File: src/hdl/tlnf_pkg.sv
`timescale 1ns / 1ps
`default_nettype none

package tlnf_pkg;

	// Configuration register indexes
	localparam int CFG_IDX_W = 3;
	localparam logic [CFG_IDX_W-1:0] CFG_NUMBER_ALL      = 3'd0;
	localparam logic [CFG_IDX_W-1:0] CFG_NUMBER_NONBLANK = 3'd1;
	localparam logic [CFG_IDX_W-1:0] CFG_SQUEEZE_BLANK   = 3'd2;
	localparam logic [CFG_IDX_W-1:0] CFG_MARK_LINE_END   = 3'd3;
	localparam logic [CFG_IDX_W-1:0] CFG_SHOW_TABS       = 3'd4;
	localparam logic [CFG_IDX_W-1:0] CFG_SHOW_CONTROL    = 3'd5;

	// Character codes
	localparam logic [7:0] CHR_TAB      = 8'h09;
	localparam logic [7:0] CHR_NL       = 8'h0A;
	localparam logic [7:0] CHR_SPACE    = 8'h20;
	localparam logic [7:0] CHR_DOLLAR   = 8'h24;
	localparam logic [7:0] CHR_CARET    = 8'h5E;
	localparam logic [3:0] CHR_DIGIT_HI = 4'h3;
	localparam logic [7:0] CARET_OFFSET = 8'd64;
	localparam logic [7:0] CTRL_MAX     = 8'd31;
	localparam logic [3:0] BCD_NINE     = 4'd9;

	// Depth of the queue between front and back
	localparam int QUEUE_DEPTH = 2;

	typedef struct packed {
		logic [7:0] in_byte;
		logic       start_of_file;
	} in_item_t;

	typedef struct packed {
		logic [7:0] out_byte;
		logic       last_of_run;
	} out_item_t;

	// What the back end has to emit for one input transaction
	typedef struct packed {
		logic       has_number;
		logic       has_dollar;
		logic       has_caret;
		logic [7:0] char_code;
	} job_ctl_t;

endpackage

`default_nettype wire

File: src/hdl/tlnf_front.sv
`timescale 1ns / 1ps
`default_nettype none

module tlnf_front #(
	parameter int NUMBER_DIGITS = 6
) (
	input  wire                                clk,
	input  wire                                arst_n,
	input  wire                                in_valid,
	output logic                               in_stall,
	input  tlnf_pkg::in_item_t                 in_item,
	input  wire                                cfg_we,
	input  wire [tlnf_pkg::CFG_IDX_W-1:0]      cfg_index,
	input  wire                                cfg_data,
	input  wire                                q_full,
	output logic                               push,
	output tlnf_pkg::job_ctl_t                 push_ctl,
	output logic [4*NUMBER_DIGITS-1:0]         push_digits,
	output logic [NUMBER_DIGITS-1:0]           push_lead
);

	localparam int CNT_W = 4 * NUMBER_DIGITS;

	logic number_all_q, number_nonblank_q, squeeze_blank_q;
	logic mark_line_end_q, show_tabs_q, show_control_q;

	logic             after_newline_q;
	logic             blank_seen_q;
	logic [CNT_W-1:0] count_q;

	logic             accept;
	logic             an, bs;
	logic [CNT_W-1:0] cnt, cnt_inc, cnt_new;
	logic             is_nl, squeezed, numbered, tab_caret, ctl_caret;
	logic             carry;
	logic [3:0]       dig;
	logic [7:0]       c;

	assign in_stall = q_full;
	assign accept   = in_valid && !in_stall;

	// Write configuration registers
	always_ff @(posedge clk or negedge arst_n) begin
		if (!arst_n) begin
			number_all_q      <= 1'b0;
			number_nonblank_q <= 1'b0;
			squeeze_blank_q   <= 1'b0;
			mark_line_end_q   <= 1'b0;
			show_tabs_q       <= 1'b0;
			show_control_q    <= 1'b0;
		end else if (cfg_we) begin
			unique case (cfg_index)
				tlnf_pkg::CFG_NUMBER_ALL:      number_all_q      <= cfg_data;
				tlnf_pkg::CFG_NUMBER_NONBLANK: number_nonblank_q <= cfg_data;
				tlnf_pkg::CFG_SQUEEZE_BLANK:   squeeze_blank_q   <= cfg_data;
				tlnf_pkg::CFG_MARK_LINE_END:   mark_line_end_q   <= cfg_data;
				tlnf_pkg::CFG_SHOW_TABS:       show_tabs_q       <= cfg_data;
				tlnf_pkg::CFG_SHOW_CONTROL:    show_control_q    <= cfg_data;
				default: ;
			endcase
		end
	end

	// Apply start of file before classifying the byte
	assign an  = in_item.start_of_file ? 1'b1 : after_newline_q;
	assign bs  = in_item.start_of_file ? 1'b0 : blank_seen_q;
	assign cnt = in_item.start_of_file ? '0 : count_q;
	assign c   = in_item.in_byte;

	assign is_nl     = (c == tlnf_pkg::CHR_NL);
	assign squeezed  = squeeze_blank_q && an && is_nl && bs;
	assign numbered  = an && ((number_all_q && !number_nonblank_q)
	                   || (number_nonblank_q && !is_nl));
	assign tab_caret = show_tabs_q && (c == tlnf_pkg::CHR_TAB);
	assign ctl_caret = !tab_caret && show_control_q && (c <= tlnf_pkg::CTRL_MAX)
	                   && !is_nl && (c != tlnf_pkg::CHR_TAB);

	// Increment the decimal counter, hold it at all nines
	always_comb begin
		carry   = 1'b1;
		cnt_inc = cnt;
		for (int i = 0; i < NUMBER_DIGITS; i++) begin
			dig = cnt[4*i +: 4];
			if (carry) begin
				if (dig == tlnf_pkg::BCD_NINE) begin
					cnt_inc[4*i +: 4] = 4'd0;
				end else begin
					cnt_inc[4*i +: 4] = dig + 4'd1;
					carry = 1'b0;
				end
			end
		end
		if (carry) begin
			cnt_inc = cnt;
		end
	end

	// A dropped blank line never advances the counter
	assign cnt_new = (numbered && !squeezed) ? cnt_inc : cnt;

	// Mark digits shown as spaces: zero with only zeros above, never the lowest
	always_comb begin
		push_lead = '0;
		for (int i = 1; i < NUMBER_DIGITS; i++) begin
			push_lead[i] = ((cnt_new >> (4 * i)) == '0);
		end
	end

	assign push                = accept && !squeezed;
	assign push_digits         = cnt_new;
	assign push_ctl.has_number = numbered;
	assign push_ctl.has_dollar = mark_line_end_q && is_nl;
	assign push_ctl.has_caret  = tab_caret || ctl_caret;
	assign push_ctl.char_code  = (tab_caret || ctl_caret) ? c + tlnf_pkg::CARET_OFFSET : c;

	// Advance line state on each accepted transaction
	always_ff @(posedge clk or negedge arst_n) begin
		if (!arst_n) begin
			after_newline_q <= 1'b1;
			blank_seen_q    <= 1'b0;
			count_q         <= '0;
		end else if (accept) begin
			count_q <= cnt_new;
			if (squeezed) begin
				after_newline_q <= 1'b1;
				blank_seen_q    <= bs;
			end else begin
				after_newline_q <= is_nl;
				blank_seen_q    <= an && is_nl;
			end
		end
	end

endmodule

`default_nettype wire

File: src/hdl/tlnf_queue.sv
`timescale 1ns / 1ps
`default_nettype none

module tlnf_queue #(
	parameter int WIDTH = 8,
	parameter int DEPTH = 2
) (
	input  wire              clk,
	input  wire              arst_n,
	input  wire              push,
	input  wire [WIDTH-1:0]  push_data,
	output logic             full,
	input  wire              pop,
	output logic             head_valid,
	output logic [WIDTH-1:0] head_data
);

	localparam int PTR_W = (DEPTH > 1) ? $clog2(DEPTH) : 1;
	localparam int CNT_W = $clog2(DEPTH + 1);

	logic [WIDTH-1:0] entry_q [DEPTH];
	logic [PTR_W-1:0] wr_ptr_q, rd_ptr_q;
	logic [CNT_W-1:0] count_q;

	assign full       = (count_q == CNT_W'(DEPTH));
	assign head_valid = (count_q != '0);
	assign head_data  = entry_q[rd_ptr_q];

	// Store entries
	always_ff @(posedge clk) begin
		if (push) begin
			entry_q[wr_ptr_q] <= push_data;
		end
	end

	// Advance pointers and fill count
	always_ff @(posedge clk or negedge arst_n) begin
		if (!arst_n) begin
			wr_ptr_q <= '0;
			rd_ptr_q <= '0;
			count_q  <= '0;
		end else begin
			if (push) begin
				wr_ptr_q <= (wr_ptr_q == PTR_W'(DEPTH - 1)) ? '0 : wr_ptr_q + 1'b1;
			end
			if (pop) begin
				rd_ptr_q <= (rd_ptr_q == PTR_W'(DEPTH - 1)) ? '0 : rd_ptr_q + 1'b1;
			end
			if (push && !pop) begin
				count_q <= count_q + 1'b1;
			end else if (pop && !push) begin
				count_q <= count_q - 1'b1;
			end
		end
	end

endmodule

`default_nettype wire

File: src/hdl/tlnf_back.sv
`timescale 1ns / 1ps
`default_nettype none

module tlnf_back #(
	parameter int NUMBER_DIGITS = 6
) (
	input  wire                        clk,
	input  wire                        arst_n,
	input  wire                        head_valid,
	input  tlnf_pkg::job_ctl_t         head_ctl,
	input  wire [4*NUMBER_DIGITS-1:0]  head_digits,
	input  wire [NUMBER_DIGITS-1:0]    head_lead,
	output logic                       pop,
	output logic                       out_valid,
	input  wire                        out_stall,
	output tlnf_pkg::out_item_t        out_item
);

	localparam int DIG_W = (NUMBER_DIGITS > 1) ? $clog2(NUMBER_DIGITS) : 1;

	localparam logic [2:0] PH_DIGIT  = 3'd0;
	localparam logic [2:0] PH_TAB    = 3'd1;
	localparam logic [2:0] PH_DOLLAR = 3'd2;
	localparam logic [2:0] PH_CARET  = 3'd3;
	localparam logic [2:0] PH_CHAR   = 3'd4;

	logic             started_q;
	logic [2:0]       phase_q;
	logic [DIG_W-1:0] digit_q;
	logic             out_valid_q;

	logic [2:0]       eff_phase, next_phase, phase_after_tab, phase_after_dollar;
	logic [DIG_W-1:0] eff_digit, next_digit;
	logic [7:0]       out_char;
	logic             last;
	logic             emit;

	assign phase_after_dollar = head_ctl.has_caret ? PH_CARET : PH_CHAR;
	assign phase_after_tab    = head_ctl.has_dollar ? PH_DOLLAR : phase_after_dollar;
	assign eff_phase = started_q ? phase_q
	                   : (head_ctl.has_number ? PH_DIGIT : phase_after_tab);
	assign eff_digit = started_q ? digit_q : DIG_W'(NUMBER_DIGITS - 1);

	// Select the byte for the current step and the step after it
	always_comb begin
		next_phase = PH_CHAR;
		next_digit = eff_digit;
		last       = 1'b0;
		unique case (eff_phase)
			PH_DIGIT: begin
				out_char = head_lead[eff_digit] ? tlnf_pkg::CHR_SPACE
				           : {tlnf_pkg::CHR_DIGIT_HI, head_digits[4*eff_digit +: 4]};
				if (eff_digit == '0) begin
					next_phase = PH_TAB;
				end else begin
					next_phase = PH_DIGIT;
					next_digit = eff_digit - 1'b1;
				end
			end
			PH_TAB: begin
				out_char   = tlnf_pkg::CHR_TAB;
				next_phase = phase_after_tab;
			end
			PH_DOLLAR: begin
				out_char   = tlnf_pkg::CHR_DOLLAR;
				next_phase = phase_after_dollar;
			end
			PH_CARET: begin
				out_char   = tlnf_pkg::CHR_CARET;
				next_phase = PH_CHAR;
			end
			default: begin
				out_char = head_ctl.char_code;
				last     = 1'b1;
			end
		endcase
	end

	assign emit = head_valid && (!out_valid_q || !out_stall);
	assign pop  = emit && last;

	// Step through the current transaction
	always_ff @(posedge clk or negedge arst_n) begin
		if (!arst_n) begin
			started_q <= 1'b0;
			phase_q   <= PH_CHAR;
			digit_q   <= '0;
		end else if (emit) begin
			started_q <= !last;
			phase_q   <= next_phase;
			digit_q   <= next_digit;
		end
	end

	// Hold the output register while stalled
	always_ff @(posedge clk or negedge arst_n) begin
		if (!arst_n) begin
			out_valid_q <= 1'b0;
		end else if (emit) begin
			out_valid_q <= 1'b1;
		end else if (!out_stall) begin
			out_valid_q <= 1'b0;
		end
	end

	always_ff @(posedge clk) begin
		if (emit) begin
			out_item.out_byte    <= out_char;
			out_item.last_of_run <= last;
		end
	end

	assign out_valid = out_valid_q;

`ifndef SYNTHESIS
	a_pop_restarts: assert property (@(posedge clk) disable iff (!arst_n)
		pop |=> !started_q)
		else $error("sequencer not restarted after pop");

	a_started_has_head: assert property (@(posedge clk) disable iff (!arst_n)
		started_q |-> head_valid)
		else $error("transaction in progress without queue head");

	a_digit_range: assert property (@(posedge clk) disable iff (!arst_n)
		(started_q && phase_q == PH_DIGIT) |-> (digit_q < DIG_W'(NUMBER_DIGITS - 1)))
		else $error("digit index out of range");

	a_no_emit_lost: assert property (@(posedge clk) disable iff (!arst_n)
		(out_valid_q && out_stall) |=> out_valid_q)
		else $error("stalled output dropped");
`endif

endmodule

`default_nettype wire

File: src/hdl/text_line_number_filter.sv
`timescale 1ns / 1ps
`default_nettype none

// Text line filter: one raw byte in per transaction, zero or more bytes out.
// Input channel: in_valid / in_stall with in_item (byte and start_of_file).
// Output channel: out_valid / out_stall with out_item (byte and last_of_run);
// last_of_run marks the final output byte caused by one input byte.
// Configuration: cfg_we writes bit cfg_data into register cfg_index; write
// only while no transaction is in flight.
// The first output byte of an input passes through the queue entry and then
// the output register.
// Throughput: one input per cycle while each input yields one byte and the
// receiver does not stall. An input yielding n bytes, up to NUMBER_DIGITS+3,
// holds the output sequencer until its last byte; the two-entry queue then fills and in_stall rises.
// A squeezed blank line yields no output byte and is not queued.
// A stalled receiver holds the output register; the queue keeps accepting
// input until it is full.
// Reset clears all options, the line counter and the queue, and sets the
// line state as if a newline had just been seen.

module text_line_number_filter #(
	parameter int NUMBER_DIGITS = 6
) (
	input  wire                            clk,
	input  wire                            arst_n,
	input  wire                            in_valid,
	output logic                           in_stall,
	input  tlnf_pkg::in_item_t             in_item,
	output logic                           out_valid,
	input  wire                            out_stall,
	output tlnf_pkg::out_item_t            out_item,
	input  wire                            cfg_we,
	input  wire [tlnf_pkg::CFG_IDX_W-1:0]  cfg_index,
	input  wire                            cfg_data
);

	localparam int JOB_W = $bits(tlnf_pkg::job_ctl_t) + 5 * NUMBER_DIGITS;

	logic                       q_full, push, pop, head_valid;
	tlnf_pkg::job_ctl_t         push_ctl, head_ctl;
	logic [4*NUMBER_DIGITS-1:0] push_digits, head_digits;
	logic [NUMBER_DIGITS-1:0]   push_lead, head_lead;
	logic [JOB_W-1:0]           head_data;

	tlnf_front #(
		.NUMBER_DIGITS(NUMBER_DIGITS)
	) u_front (
		.clk         (clk),
		.arst_n      (arst_n),
		.in_valid    (in_valid),
		.in_stall    (in_stall),
		.in_item     (in_item),
		.cfg_we      (cfg_we),
		.cfg_index   (cfg_index),
		.cfg_data    (cfg_data),
		.q_full      (q_full),
		.push        (push),
		.push_ctl    (push_ctl),
		.push_digits (push_digits),
		.push_lead   (push_lead)
	);

	tlnf_queue #(
		.WIDTH(JOB_W),
		.DEPTH(tlnf_pkg::QUEUE_DEPTH)
	) u_queue (
		.clk        (clk),
		.arst_n     (arst_n),
		.push       (push),
		.push_data  ({push_ctl, push_digits, push_lead}),
		.full       (q_full),
		.pop        (pop),
		.head_valid (head_valid),
		.head_data  (head_data)
	);

	// Split the queue head into its fields
	assign {head_ctl, head_digits, head_lead} = head_data;

	tlnf_back #(
		.NUMBER_DIGITS(NUMBER_DIGITS)
	) u_back (
		.clk         (clk),
		.arst_n      (arst_n),
		.head_valid  (head_valid),
		.head_ctl    (head_ctl),
		.head_digits (head_digits),
		.head_lead   (head_lead),
		.pop         (pop),
		.out_valid   (out_valid),
		.out_stall   (out_stall),
		.out_item    (out_item)
	);

endmodule

`default_nettype wire

File: config.mk
export PLATFORM = sky130hd
export DESIGN_NAME = text_line_number_filter
export DESIGN_NICKNAME = d
export VERILOG_FILES = /design/src/hdl/tlnf_pkg.sv /design/src/hdl/tlnf_front.sv /design/src/hdl/tlnf_queue.sv /design/src/hdl/tlnf_back.sv /design/src/hdl/text_line_number_filter.sv
export SDC_FILE = /design/constraint.sdc
export NUM_CORES = 1
export LEC_CHECK = 0
export ABC_CLOCK_PERIOD_IN_PS = 4500
export BUFFER_PORTS_ARGS = -buffer_cell sky130_fd_sc_hd__buf_2
export CELL_PAD_IN_SITES_DETAIL_PLACEMENT = 0
export CELL_PAD_IN_SITES_GLOBAL_PLACEMENT = 1
export CORE_UTILIZATION = 47
export CTS_BUF_LIST = sky130_fd_sc_hd__clkbuf_2 sky130_fd_sc_hd__clkbuf_4 sky130_fd_sc_hd__clkbuf_8
export CTS_CLUSTER_DIAMETER = 30
export DETAILED_ROUTE_END_ITERATION = 8
export PLACE_DENSITY_LB_ADDON = 0.1
export SLEW_MARGIN = 10
export SYNTH_ARGS = -nofsm -noshare
export SYNTH_HDL_FRONTEND = slang
export SYNTH_SLANG_ARGS = --single-unit
export TNS_END_PERCENT = 10
File: constraint.sdc
create_clock -name clk -period 4.5 [get_ports clk]
set_input_delay 0.9 -clock clk [delete_from_list [all_inputs] [get_ports clk]]
set_output_delay 0.9 -clock clk [all_outputs]
set_load 0.02 [all_outputs]
Yosys cells after proc, flatten, opt, wreduce, memory -nomap -nowiden
Memories as Yosys holds them, arrays and structs flattened.
Index checks and enable logic that the tools add are counted.
Word-level totals
  register bits after elaboration: 53
  RAM bits: 80
  input bits: 18
  memories: 1
Cells by class
  multiplexer cells: 52
  reduce and logical (&&, ||, !) cells: 49
  shift-type cells: 1
  $lt $le $gt $ge: 2
  eq/ne operators: 19
  add/sub/neg operators: 12
Memories
  u_queue.entry_q: depth 2, bits a word 40, read ports 1, clocked after Yosys merged registers in 0, wr ports 1, line tlnf_queue.sv:21  | logic [WIDTH-1:0] entry_q [DEPTH];
Operator list (count)
  logical NOT 24 bit: 5
  two-way mux 24 bit: 3
  two-way mux 4 bit: 11
  case mux 8 bit (4 select lines): 1
  adder 4 x 1 -> 4 bit (second input constant): 6
  equality test 4 bit (second input constant): 6
  two-way mux 1 bit: 24
  indexed part select 24 x 6 -> 4 bit: 1
  two-way mux 3 bit: 7
  logical AND 1 bit: 20
  equality test 8 x 4 -> 1 bit (second input constant): 2
  equality test 3 x 2 -> 1 bit (second input constant): 4
  AND reduction 2 bit: 6
  logical NOT 1 bit: 9
  logical NOT 3 bit: 3
  case mux 3 bit (3 select lines): 1
  adder 8 x 7 -> 8 bit (second input constant): 1
  <= comparator 8 x 5 -> 1 bit (second input constant): 1
  two-way mux 8 bit: 1
  inequality test 8 x 4 -> 1 bit (second input constant): 1
  equality test 3 x 1 -> 1 bit (second input constant): 2
  equality test 3 bit (second input constant): 2
  two-way mux 5 bit: 1
  less-than comparator 3 x 4 -> 1 bit (second input constant): 1
  other kinds (11): 16

Depth between registers and ports, before layout
Gate-level depths: netlist of the first run.
An unclocked memory read counts as a cell.
  depth in word-level cells: 12
  gate-level depth with buffers: 11
  mapped depth without buffers: 9

Modules after synthesis
A second synthesis of the first run with hierarchy kept.
Unflattened totals
  cell total of the unflattened synthesis: 569
  area total of the unflattened synthesis: 7233.2 sq um
By module, submodules not included
  tlnf_queue: cells an instance 144, sequential area each 2562.5 sq um, instances 1, area an instance 3350.7 sq um
  tlnf_front: cells an instance 301, sequential area each 802.0 sq um, instances 1, area an instance 2612.5 sq um
  tlnf_back: cells an instance 124, sequential area each 471.7 sq um, instances 1, area an instance 1270.0 sq um

Worst setup path before layout of the first run
OpenSTA, ideal clock, no wires.
  path kind: input to register
  start: in in_item[7] in the netlist's numbering
  end: mem u_queue.entry_q[0][0] in the netlist's numbering, enable pin
  setup slack: -0.196 ns
  arrival: 4.209 ns
  stages on the path: 5
  required time: 4.013 ns
  library setup time: 0.487 ns
  path through: inv_1 > ha_1 > nand4bb_1 > nor3_1 > nor3_1
Between the ends
  cells in the longest elaborated chain, start to end: 7
RTL lines
  start: declaration: line text_line_number_filter.sv:28  | input tlnf_pkg::in_item_t in_item,
  equality test 8 x 4 -> 1 bit: line tlnf_front.sv:70  | assign is_nl = (c == tlnf_pkg::CHR_NL);
  logical AND 1 bit (2 in series): line tlnf_front.sv:71  | assign squeezed = squeeze_blank_q && an && is_nl && bs;
  logical NOT 1 bit: line tlnf_front.sv:109  | assign push = accept && !squeezed;
  logical AND 1 bit: line tlnf_front.sv:109
  two-way mux 1 bit: line tlnf_queue.sv:31  | if (push) begin
  two-way mux 1 bit (implied by the code): line tlnf_queue.sv:32  | entry_q[wr_ptr_q] <= push_data;
  end: declaration: line tlnf_queue.sv:21
No other way between the ends.

Worst setup path after layout of the first run
  start: reg u_queue.rd_ptr_q
  end: reg u_back.out_item[2] (netlist name)
Between the ends
  cells in the longest elaborated chain, start to end: 7
  elaborated cells on any way between the ends: 14
  those cells by class: eq/ne (3); shift (1); mux (8); reduce/logical (1); memory (1)
RTL lines
  start: declaration: line tlnf_queue.sv:22  | logic [PTR_W-1:0] wr_ptr_q, rd_ptr_q;
  start signal: assignment: line tlnf_queue.sv:47  | rd_ptr_q <= (rd_ptr_q == PTR_W'(DEPTH - 1)) ? '0 : rd_ptr_q + 1'b1;
  memory (2 x 40 bit) (*)
  branches (longest 5 deep; another with indexed part select 24 x 6 -> 4 bit)
  case mux 8 bit (4 select lines) (*): line tlnf_back.sv:49  | unique case (eff_phase)
  named net u_back.out_char[1]: line tlnf_back.sv:34  | logic [7:0] out_char;
Mark *: on every way through the listed nets, which the timed path passes. The select of a mux whose other input is x is not followed.
A chain may end at the register's enable or synchronous reset.

==> impl_metrics.toml, run 1 <==
[routing]
wl_um = 13700
drt_pass1_iterations = 5
ant_nets = 0
avgViaCountPerCell = 5.71
wire_per_inst_um = 18.0
drcViolationCount = 0
drt-initial-drc-count = 345
num_vias = 4360

[logic_synthesis]
synth_ff_type = "edfxtp_1"
yosys.area.top_type_share = 0.404
synth-seq-cells = 133
syn_area_per_cell_um2 = 12.1
yosys_warnings = 0
synth_cells = 547
synth_nets = 570
synth_cell_types = 69
synth_edf_count = 89
yosysMostFrequentCell = "edfxtp_1"
synth.area.top_cells = "edfxtp_1 40%, dfrtp_1 16%, mux4_2 4.8%"
synth_top_area_cell = "edfxtp_1"
synth_common_cells = "89 x edfxtp_1, 52 x nand2_1, 42 x dfrtp_1"
syn_area_um2 = 6620
synthArstFlopShare = 0.331
ys_seq_area_frac = 0.571

[die]
dieArea_um2 = 14600
row_count = 42
num_io_pins = 29
floorplan.initialDensity = 0.490
die_w_um = 121
die_h_um = 121
coreArea_um2 = 13500

[global_route]
grt_max_degree = 48
grt_pass1_wl_um = 22200
antenna_found_initial = 0
grt_pass1_vias = 4138
grt-ovfl-total = 0
grt_usage = 0.206

[sta]
period_needed_ns = 3.32
setup_viol = 0
hold_viol_final = 0
maxSlewViolCount = 0
period_share = 0.738
rsz0062_at_grt = "false"
clock.fmax_mhz = 301
fin_skew_ns = 0.0117
finalSetupTns_ns = 0
worstMarginPinSlew_ns = 1.01
relSlewSlack = 0.319

[clocking]
htreeDepth = 4
cts_sinks = 133
cts-root-buf = "clkbuf_8"
ctsHoldBuffers = 0
cts_resized = 0
clk_pin_slew_ns = 0.08
cts_tree = "done"
clock_path_buffers = 2
cts_setup_buffers = 0
insertion_delay_ns = 0.43
numCtsBuffers = 17

[outcome]
status = "complete, no violations"

[power]
power-per-cell-area_nw_per_um2 = 555
peakVddDrop_uv = 252
leakagePower_nw = 2.75

[placement]
io_buffers = 28
dpl_cell_area_um2 = 6900
gp_congestion = 0.840
place_hpwl_um = 9500

[critical_path]
path_class = "reg2reg"
crit_required_ns = 4.77
endpoint_kind = "flop"
cp_data_arrival_time_ns = 3.59
cp_max_fo = 13
crit_path_start_kind = "flop"

[hold_path]
hp-class = "reg2reg"

[flow_run]
maxCapViolCount = 0

[layout]
drive_gt1_frac = 0.201
nets = 598
area_growth_pct = 9.92
n_antenna_cell = 0
design_area_um2 = 7280
## layout make-up
type	instances	area (um2)
Fill cell	1137	6230
Sequential cell	133	3780
Multi-Input combinational cell	370	2640
Clock buffer	21	277
Tap cell	176	220
Timing Repair Buffer	36	200
Clock inverter	11	101
Inverter	17	63.8
## flip-flops by register name, indices dropped and copies added (netlist names), 2 cells and up
| name | cells |
|---|---|
| u_front.count_q | 24 |
| u_back.digit_q | 3 |
| u_back.out_item | 9 |
| u_queue.entry_q | 80 |
| u_back.phase_q | 3 |
| u_queue.count_q | 2 |
## cell usage in the layout (no fill, tap or decap), drive strengths merged, types with 4 or more instances in the layout
cell type | netlist | final
nand4b | 5 | 5
ha | 5 | 5
xor2 | 6 | 6
o21ai | 32 | 32
clkbuf | 19 | 21
edfxtp | 89 | 89
o31ai | 6 | 6
nor2b | 11 | 11
nor3 | 15 | 15
mux4 | 14 | 14
nand3 | 15 | 15
nand4 | 10 | 10
a21oi | 30 | 30
mux2i | 22 | 22
inv | 17 | 19
a211oi | 5 | 5
nor3b | 6 | 6
and2 | 4 | 4
mux2 | 14 | 14
and2b | 4 | 4
dfrtp | 42 | 42
clkinv | 0 | 5
nand2 | 52 | 52
nor4 | 4 | 4
xnor2 | 9 | 9
nand2b | 12 | 12
nor2 | 41 | 41
buf | 8 | 36
## through the flow
step	power [mW]	setup WS (ns)	hold WS [ns]	utilization	std cells
2_1_floorplan	2.77	1.03	0.444	-	547
3_3_place_gp	3.10	0.968	0.460	0.511	732
3_5_place_dp	3.13	0.932	0.469	0.511	732
4_1_cts	4.08	1.13	0.486	0.539	764
5_1_grt	4.27	0.868	0.523	0.539	764
6_report	4.04	1.18	0.490	0.539	764
## report_power, final
| group | leakage (nW) | internal (mW) | switching (mW) |
|---|---|---|---|
| logic | 1.17 | 0.496 | 0.775 |
| registers | 1.39 | 1.67 | 0.155 |
| clock network | 0.187 | 0.479 | 0.465 |
## path summary, 6_finish.rpt
| kind | start | to | cells after the start | slack (ns) |
|---|---|---|---|---|
| setup reg to reg | u_queue.rd_ptr_q | u_back.out_item[2] | 9 | 1.18 |
| setup / recovery | u_queue.rd_ptr_q | u_back.out_item[2] | 9 | 1.18 |
| max in group asynchronous | arst_n | u_queue.count_q[1] | 2 | 3.49 |
| hold reg to reg | u_back.phase_q[1] | u_back.phase_q[1] | 2 | 0.49 |
| min in group asynchronous | arst_n | u_queue.rd_ptr_q | 2 | 0.56 |
| hold / removal | u_back.phase_q[1] | u_back.phase_q[1] | 2 | 0.49 |
## logic make-up after synthesis
family / synth area share
muxes: 0.105
xor gates and xnor gates: 0.0198
AOI/OAI and AO/OA: 0.101
and+or+nand+nor: 0.162
DFF: 0.571
adders and majority gates: 0.00945
buffers and inverters: 0.0329
## critical path: stages, from the launching register on
cell	delay (ns)
dfrtp_1	0.53
buf_4	0.28
nor2b_1	0.17
nor3_1	0.12
a22oi_1	0.48
inv_1	0.35
nor3_1	0.51
and3_1	0.37
nand2_1	0.12
a22oi_1	0.22
## routing by layer
| layer | global-route usage | up-vias | share of wire |
|---|---|---|---|
| met2 | 0.298 | 100 | 0.45 |
| li1 | - | 2113 | - |
| met3 | 0.0443 | 17 | 0.039 |
| met5 | 0 | - | 0 |
| met4 | 0.0718 | 0 | 0.012 |
| met1 | 0.304 | 2130 | 0.50 |
(Power assumes the default switching activity.)
==> inputs of run 2 (changes only) <==
--- a/config.mk
+++ b/config.mk
@@ -5,11 +5,12 @@
 export SDC_FILE = /design/constraint.sdc
 export NUM_CORES = 1
 export LEC_CHECK = 0
-export ABC_CLOCK_PERIOD_IN_PS = 4500
+export ABC_AREA = 1
+export ABC_CLOCK_PERIOD_IN_PS = 2680
 export BUFFER_PORTS_ARGS = -buffer_cell sky130_fd_sc_hd__buf_2
 export CELL_PAD_IN_SITES_DETAIL_PLACEMENT = 0
 export CELL_PAD_IN_SITES_GLOBAL_PLACEMENT = 1
-export CORE_UTILIZATION = 47
+export CORE_UTILIZATION = 45
 export CTS_BUF_LIST = sky130_fd_sc_hd__clkbuf_2 sky130_fd_sc_hd__clkbuf_4 sky130_fd_sc_hd__clkbuf_8
 export CTS_CLUSTER_DIAMETER = 30
 export DETAILED_ROUTE_END_ITERATION = 8
==> constraint.sdc (replaced) <==
create_clock -name clk -period 2.68 [get_ports clk]
set_input_delay 0.536 -clock clk [delete_from_list [all_inputs] [get_ports clk]]
set_output_delay 0.536 -clock clk [all_outputs]
set_load 0.02 [all_outputs]
==> run 2 against run 1 <==
  * Critical path depth is 4 higher
  * Combinational power is 120% higher
  * Sequential power is 70% higher
  * Clock skew is 0.0053 ns higher
  * Global-route usage is 1.7 points higher
  * First-iteration DRC count is 1.4% lower
  * Setup slack worse by 0.89 ns
==> impl_metrics.toml, run 2 <==
[die]
floorplan.initialDensity = 0.465
coreArea_um2 = 14700
die_h_um = 125
dieArea_um2 = 15700
row_count = 44
die_w_um = 125
num_io_pins = 29

[critical_path]
endpoint_kind = "flop"
crit_family = "simple AND/OR/NAND/NOR gates"
slowest_stage = "dfrtp_1"
crit_path_end = "u_queue.count_q[1]"
worstReg2RegEnd = "u_queue.count_q[1]"
cp_max_fo = 12
worstSetupPathDepth = 13
worstRegToRegCells = 13
path_cells = "inv_4, nand2_1, nand2_1, nor2_1, nand2_1, nand2_1, inv_1, nor2_2, inv_1, ha_1, a21oi_1, o21ai_0, xor2_1"
crit_required_ns = 3.01
cp_data_arrival_time_ns = 2.71
slowest_delay_ns = 0.49
crit_start = "u_queue.rd_ptr_q"
ff2ff_setup_slack_ns = 0.29
crit_path_start_kind = "flop"
path_class = "reg2reg"
cpMostUsedCell = "nand2_1"
timing.rr.start = "u_queue.rd_ptr_q"
critPathBufInv = 3

[layout]
register_area_um2 = 3780
drive_gt1_frac = 0.197
largest_reg_flops = 80
final_cell_mix = "164 x nand2_1, 89 x edfxtp_1, 85 x nor2_1"
top_register = "u_queue.entry_q"
fillerInstances = 1327
reg_top3 = "u_queue.entry_q: 80 flops, u_front.count_q: 24 flops, u_back.out_item: 9 flops"
multi_input_area_um2 = 2670
nets = 845
design_area_um2 = 7890
final_common_cell = "nand2_1"
n_antenna_cell = 0
instances_no_fill = 1018
area_growth_pct = 15.4

[sta]
finalSetupTns_ns = 0
clock.fmax_mhz = 419
period_share = 0.890
fin_ws_ns = 0.294
period_needed_ns = 2.39
worstMarginPinSlew_ns = 0.570
hold_viol_final = 0
fin_skew_ns = 0.0170
setup_viol = 0
maxSlewViolCount = 0
finalHoldWorstSlack_ns = 0.314
relSlewSlack = 0.616
rsz0062_at_grt = "false"

[logic_synthesis]
ys_seq_area_frac = 0.552
syn_area_um2 = 6840
synth_edf_count = 89
synth.area.top_cells = "edfxtp_1 39%, dfrtp_1 15%, nand2_1 9.0%"
yosys_warnings = 0
yosysMostFrequentCell = "nand2_1"
syn_area_per_cell_um2 = 9.12
synthArstFlopShare = 0.331
yosys.area_share.simple = 0.246
synth_fa_ha_area_frac = 0.00915
synth_top_area_cell = "edfxtp_1"
yosys.area.top_type_share = 0.391
synth_nets = 773
synthMuxAreaShare = 0
synth-compound-area-share = 0.126
synth_cell_types = 47
synth_ff_type = "edfxtp_1"
synth_xor_area_frac = 0.00769
synth_top_family_by_area = "simple AND/OR/NAND/NOR gates"
synth-seq-cells = 133
synth_cells = 750
synth_common_cells = "164 x nand2_1, 89 x edfxtp_1, 88 x nor2_1"

[power]
peakVddDrop_uv = 403
leakagePower_nw = 3.27
power-per-cell-area_nw_per_um2 = 964

[clocking]
cts_sinks = 133
cts_setup_buffers = 0
clk_pin_slew_ns = 0.08
cts-root-buf = "clkbuf_8"
htreeDepth = 4
insertion_delay_ns = 0.45
clock_path_buffers = 2
numCtsBuffers = 17
cts_tree = "done"

[placement]
io_buffers = 28
dpl_cell_area_um2 = 7470
gp_congestion = 0.893
place_hpwl_um = 12100
place_inst = 986
dp_slack_ns = 0.0896

[routing]
drcViolationCount = 0
avgViaCountPerCell = 5.32
drt_pass1_iterations = 8
ant_nets = 0
wire_per_inst_um = 16.2
wl_um = 16400
num_vias = 5412
drt-initial-drc-count = 340

[global_route]
grt_pass1_wl_um = 26900
grt_usage = 0.222
antenna_found_initial = 0
grt-ovfl-total = 0
grt_max_degree = 41
grt_pass1_vias = 5234

[hold_path]
worstHoldStart = "in_item[4]"
hp-class = "in2reg"

[outcome]
status = "complete, no violations"

[flow_run]
maxCapViolCount = 0
-- run 2: changes by cell type after synthesis, sizes merged, moves of 14 or more --
cell   delta
mux4     -14
o21ai    +59
inv      +59
mux2     -14
nand3    +30
nor2     +68
nand2   +129
mux2i    -22
-- run 2: through the flow --
step | util | power, mW
6_report | 0.537 | 7.61
5_1_grt | 0.537 | 8.10
4_1_cts | 0.536 | 7.65
3_5_place_dp | 0.508 | 5.90
3_3_place_gp | 0.508 | 5.86
2_1_floorplan | - | 4.91
-- run 2: cell families after synthesis --
group / after synthesis
AOI/OAI and AO/OA: 150
xor gates and xnor gates: 6
adders and majority gates: 5
buffers and inverters: 99
DFF: 133
and+or+nand+nor: 357
-- run 2: worst min path at each step --
stage	slack (ns)	cells past startpoint	end
after floorplan	0.24	0	u_back.digit_q[0]
after global placement	0.47	2	u_back.phase_q[0]
after detailed placement	0.47	2	u_back.phase_q[0]
after CTS	0.29	1	u_queue.entry_q[0][29]
after global routing	0.29	1	u_queue.entry_q[0][32]
final	0.31	1	u_queue.entry_q[0][32]
-- run 2: per-layer routing --
| layer | up-vias | part of all wire | GRT usage |
|---|---|---|---|
| met5 | - | 0 | 0 |
| met4 | 0 | 0.012 | 0.0739 |
| met3 | 19 | 0.033 | 0.0372 |
| met2 | 94 | 0.46 | 0.349 |
| met1 | 2599 | 0.50 | 0.314 |
| li1 | 2700 | - | - |
-- run 2: what timing repair did --
item	in CTS	in global routing
endpoints found under the setup margin	0	2
hold buffers	1	0
resized for setup	0	2
hold endpoints to repair	7	0
-- run 2: where the power goes --
part | internal [mW] | switching, mW
Clock | 0.936 | 0.795
Sequential | 2.85 | 0.237
Combinational | 0.915 | 1.87
Total | 4.70 | 2.91
-- run 2: final cells by class --
class	instances	area share
multi-input cells	518	0.339
well taps	184	0.0292
inverters	79	0.0382
clock inverters	12	0.0195
flip-flops and latches	133	0.479
repair buffers	73	0.0641
clock buffers	19	0.0316
-- run 2: worst register-to-register path: stages (launching register included) --
cell     delay, ns
dfrtp_1       0.49
inv_4         0.12
nand2_1       0.10
nand2_1       0.08
nor2_1        0.18
nand2_1       0.07
nand2_1       0.08
inv_1         0.13
nor2_2        0.23
inv_1         0.09
ha_1          0.32
a21oi_1       0.13
o21ai_0       0.11
xor2_1        0.15
==> inputs of run 3 (changes only) <==
--- a/config.mk
+++ b/config.mk
@@ -15,6 +15,7 @@
 export CTS_CLUSTER_DIAMETER = 30
 export DETAILED_ROUTE_END_ITERATION = 8
 export PLACE_DENSITY_LB_ADDON = 0.1
+export SETUP_SLACK_MARGIN = 0.5
 export SLEW_MARGIN = 10
 export SYNTH_ARGS = -nofsm -noshare
 export SYNTH_HDL_FRONTEND = slang
==> run 3 against run 2 <==
  * Fmax rose by 7.7%
  * Routed wire length rose by 2.5%
  * Hold slack got worse by 0.10 ns
  * Clock skew fell by 0.0095 ns
  * Sequential share of layout area fell by 2.0 points
  * Power rose by 5.9%
  * Global-route usage rose by 0.49 points
  * Register-to-register slack improved by 0.17 ns
==> impl_metrics.toml, run 3 (synthesis gave the netlist of run 2 again) <==
[global_route]
grt_max_degree = 45
grt_usage = 0.227
antenna_found_initial = 0
grt_pass1_vias = 5156
grt_pass1_wl_um = 27000
grt-ovfl-total = 0

[critical_path]
slowest_delay_ns = 0.46
path_class = "reg2reg"
path_cells = "inv_4, nand2_1, nand2_2, nor2_4, nand2_1, nand2_2, clkinvlp_4, nor2_4, inv_1, ha_1, a21oi_2, o21ai_1, xor2_1"
crit_path_start_kind = "flop"
endpoint_kind = "flop"
cp_data_arrival_time_ns = 2.54
cp_max_fo = 7
crit_required_ns = 3.00
crit_family = "simple AND/OR/NAND/NOR gates"
critPathBufInv = 3
slowest_stage = "dfrtp_2"

[clocking]
ctsHoldBuffers = 0
cts_tree = "done"
insertion_delay_ns = 0.44
htreeDepth = 4
cts_sinks = 133
cts-root-buf = "clkbuf_8"
clock_path_buffers = 2
numCtsBuffers = 17
clk_pin_slew_ns = 0.08

[routing]
num_vias = 5419
wire_per_inst_um = 16.3
drcViolationCount = 0
drt_pass1_iterations = 7
avgViaCountPerCell = 5.25
drt-initial-drc-count = 325
ant_nets = 0
wl_um = 16900

[power]
peakVddDrop_uv = 462
power-per-cell-area_nw_per_um2 = 978
swShare = 0.386
p_int_mw = 4.95
leakagePower_nw = 3.39
power.switching_mw = 3.11
p_clk_frac = 0.223
p_comb_frac = 0.393
p_seq_frac = 0.383

[die]
floorplan.initialDensity = 0.465
coreArea_um2 = 14700
num_io_pins = 29
die_w_um = 125
dieArea_um2 = 15700
die_h_um = 125
row_count = 44

[sta]
period_share = 0.827
period_needed_ns = 2.22
rsz0062_at_grt = "true"
finalSetupTns_ns = 0
maxSlewViolCount = 0
relSlewSlack = 0.549
clock.fmax_mhz = 451
fin_skew_ns = 0.00742
setup_viol = 0
hold_viol_final = 0
worstMarginPinSlew_ns = 0.676

[layout]
reg_top3 = "u_queue.entry_q: 80 flops, u_front.count_q: 24 flops, u_back.out_item: 9 flops"
drive_gt1_frac = 0.253
final_cell_mix = "158 x nand2_1, 89 x edfxtp_1, 78 x o21ai_0"
final_common_cell = "nand2_1"
n_antenna_cell = 0
area_growth_pct = 20.5
top_register = "u_queue.entry_q"
largest_reg_flops = 80
nets = 859
instances_no_fill = 1033

[placement]
place_hpwl_um = 11800
gp_congestion = 0.875
io_buffers = 28
place_inst = 980

[outcome]
status = "complete, no violations"

[hold_path]
hp-class = "in2async"

[flow_run]
maxCapViolCount = 0
==> run 3: changes by cell type in the layout (fill, tap and decap cells not counted), moves of 5 or more <==
cell	delta
inv_2	+6
nor2_1	-9
o21ai_1	+5
inv_1	-8
nand2_2	+5
buf_4	+9
o21ai_0	-6
nor2_4	+9
nand2_1	-6
==> run 3: through the flow <==
stage	setup slack, ns	cell area, um2	util	hold slack, ns	power, mW
2_1_floorplan	0.503	6890	-	0.240	4.93
3_3_place_gp	0.0381	7460	0.508	0.467	5.86
3_5_place_dp	0.00644	7460	0.508	0.473	5.92
4_1_cts	0.495	7930	0.540	0.208	7.80
5_1_grt	0.363	8240	0.561	0.236	8.57
6_report	0.465	8240	0.561	0.210	8.06
==> run 3: cell type report <==
class,count,area (um2)
flip-flops and latches,133,3780
fillers,1328,6460
inverters,79,313
multi-input cells,518,2830
repair buffers,87,662
well taps,184,230
clock inverters,13,171
clock buffers,19,255
==> run 3: path summary, 6_finish.rpt <==
check                             startpoint                endpoint  slack, ns  cells past startpoint
setup / recovery            u_queue.rd_ptr_q      u_queue.count_q[1]       0.46                     13
hold / removal                        arst_n       u_back.digit_q[0]       0.21                      2
setup reg to reg            u_queue.rd_ptr_q      u_queue.count_q[1]       0.46                     13
hold reg to reg            u_back.phase_q[0]       u_back.phase_q[0]       0.49                      2
max in group asynchronous             arst_n      u_front.count_q[4]       1.98                      2
min in group clk                  in_item[4]  u_queue.entry_q[1][32]       0.32                      1
==> run 3: what timing repair did <==
action / 4_1_cts / 5_1_grt
setup buffers: 1 / 19
endpoints found under the setup margin: 13 / 27
cloned: 0 / 1
endpoints found under the hold margin: 0 / 0
pin swaps: 1 / 16
resized for setup: 11 / 42
==> run 3: power by group through the flow <==
stage,Clock (mW),Sequential [mW],Combinational [mW]
floorplan,0,3.17,1.76
global placement,0,3.11,2.75
detailed placement,0,3.12,2.79
CTS,1.85,3.08,2.88
global route,1.92,3.13,3.52
finish,1.80,3.09,3.17
==> run 3: metal layers <==
metal  vias to the layer above  track usage  part of all wire
met3                        19       0.0548             0.043
met2                        98        0.353              0.47
met4                         0       0.0703             0.013
met1                      2577        0.315              0.48
li1                       2725            -                 -
met5                         -            0                 0
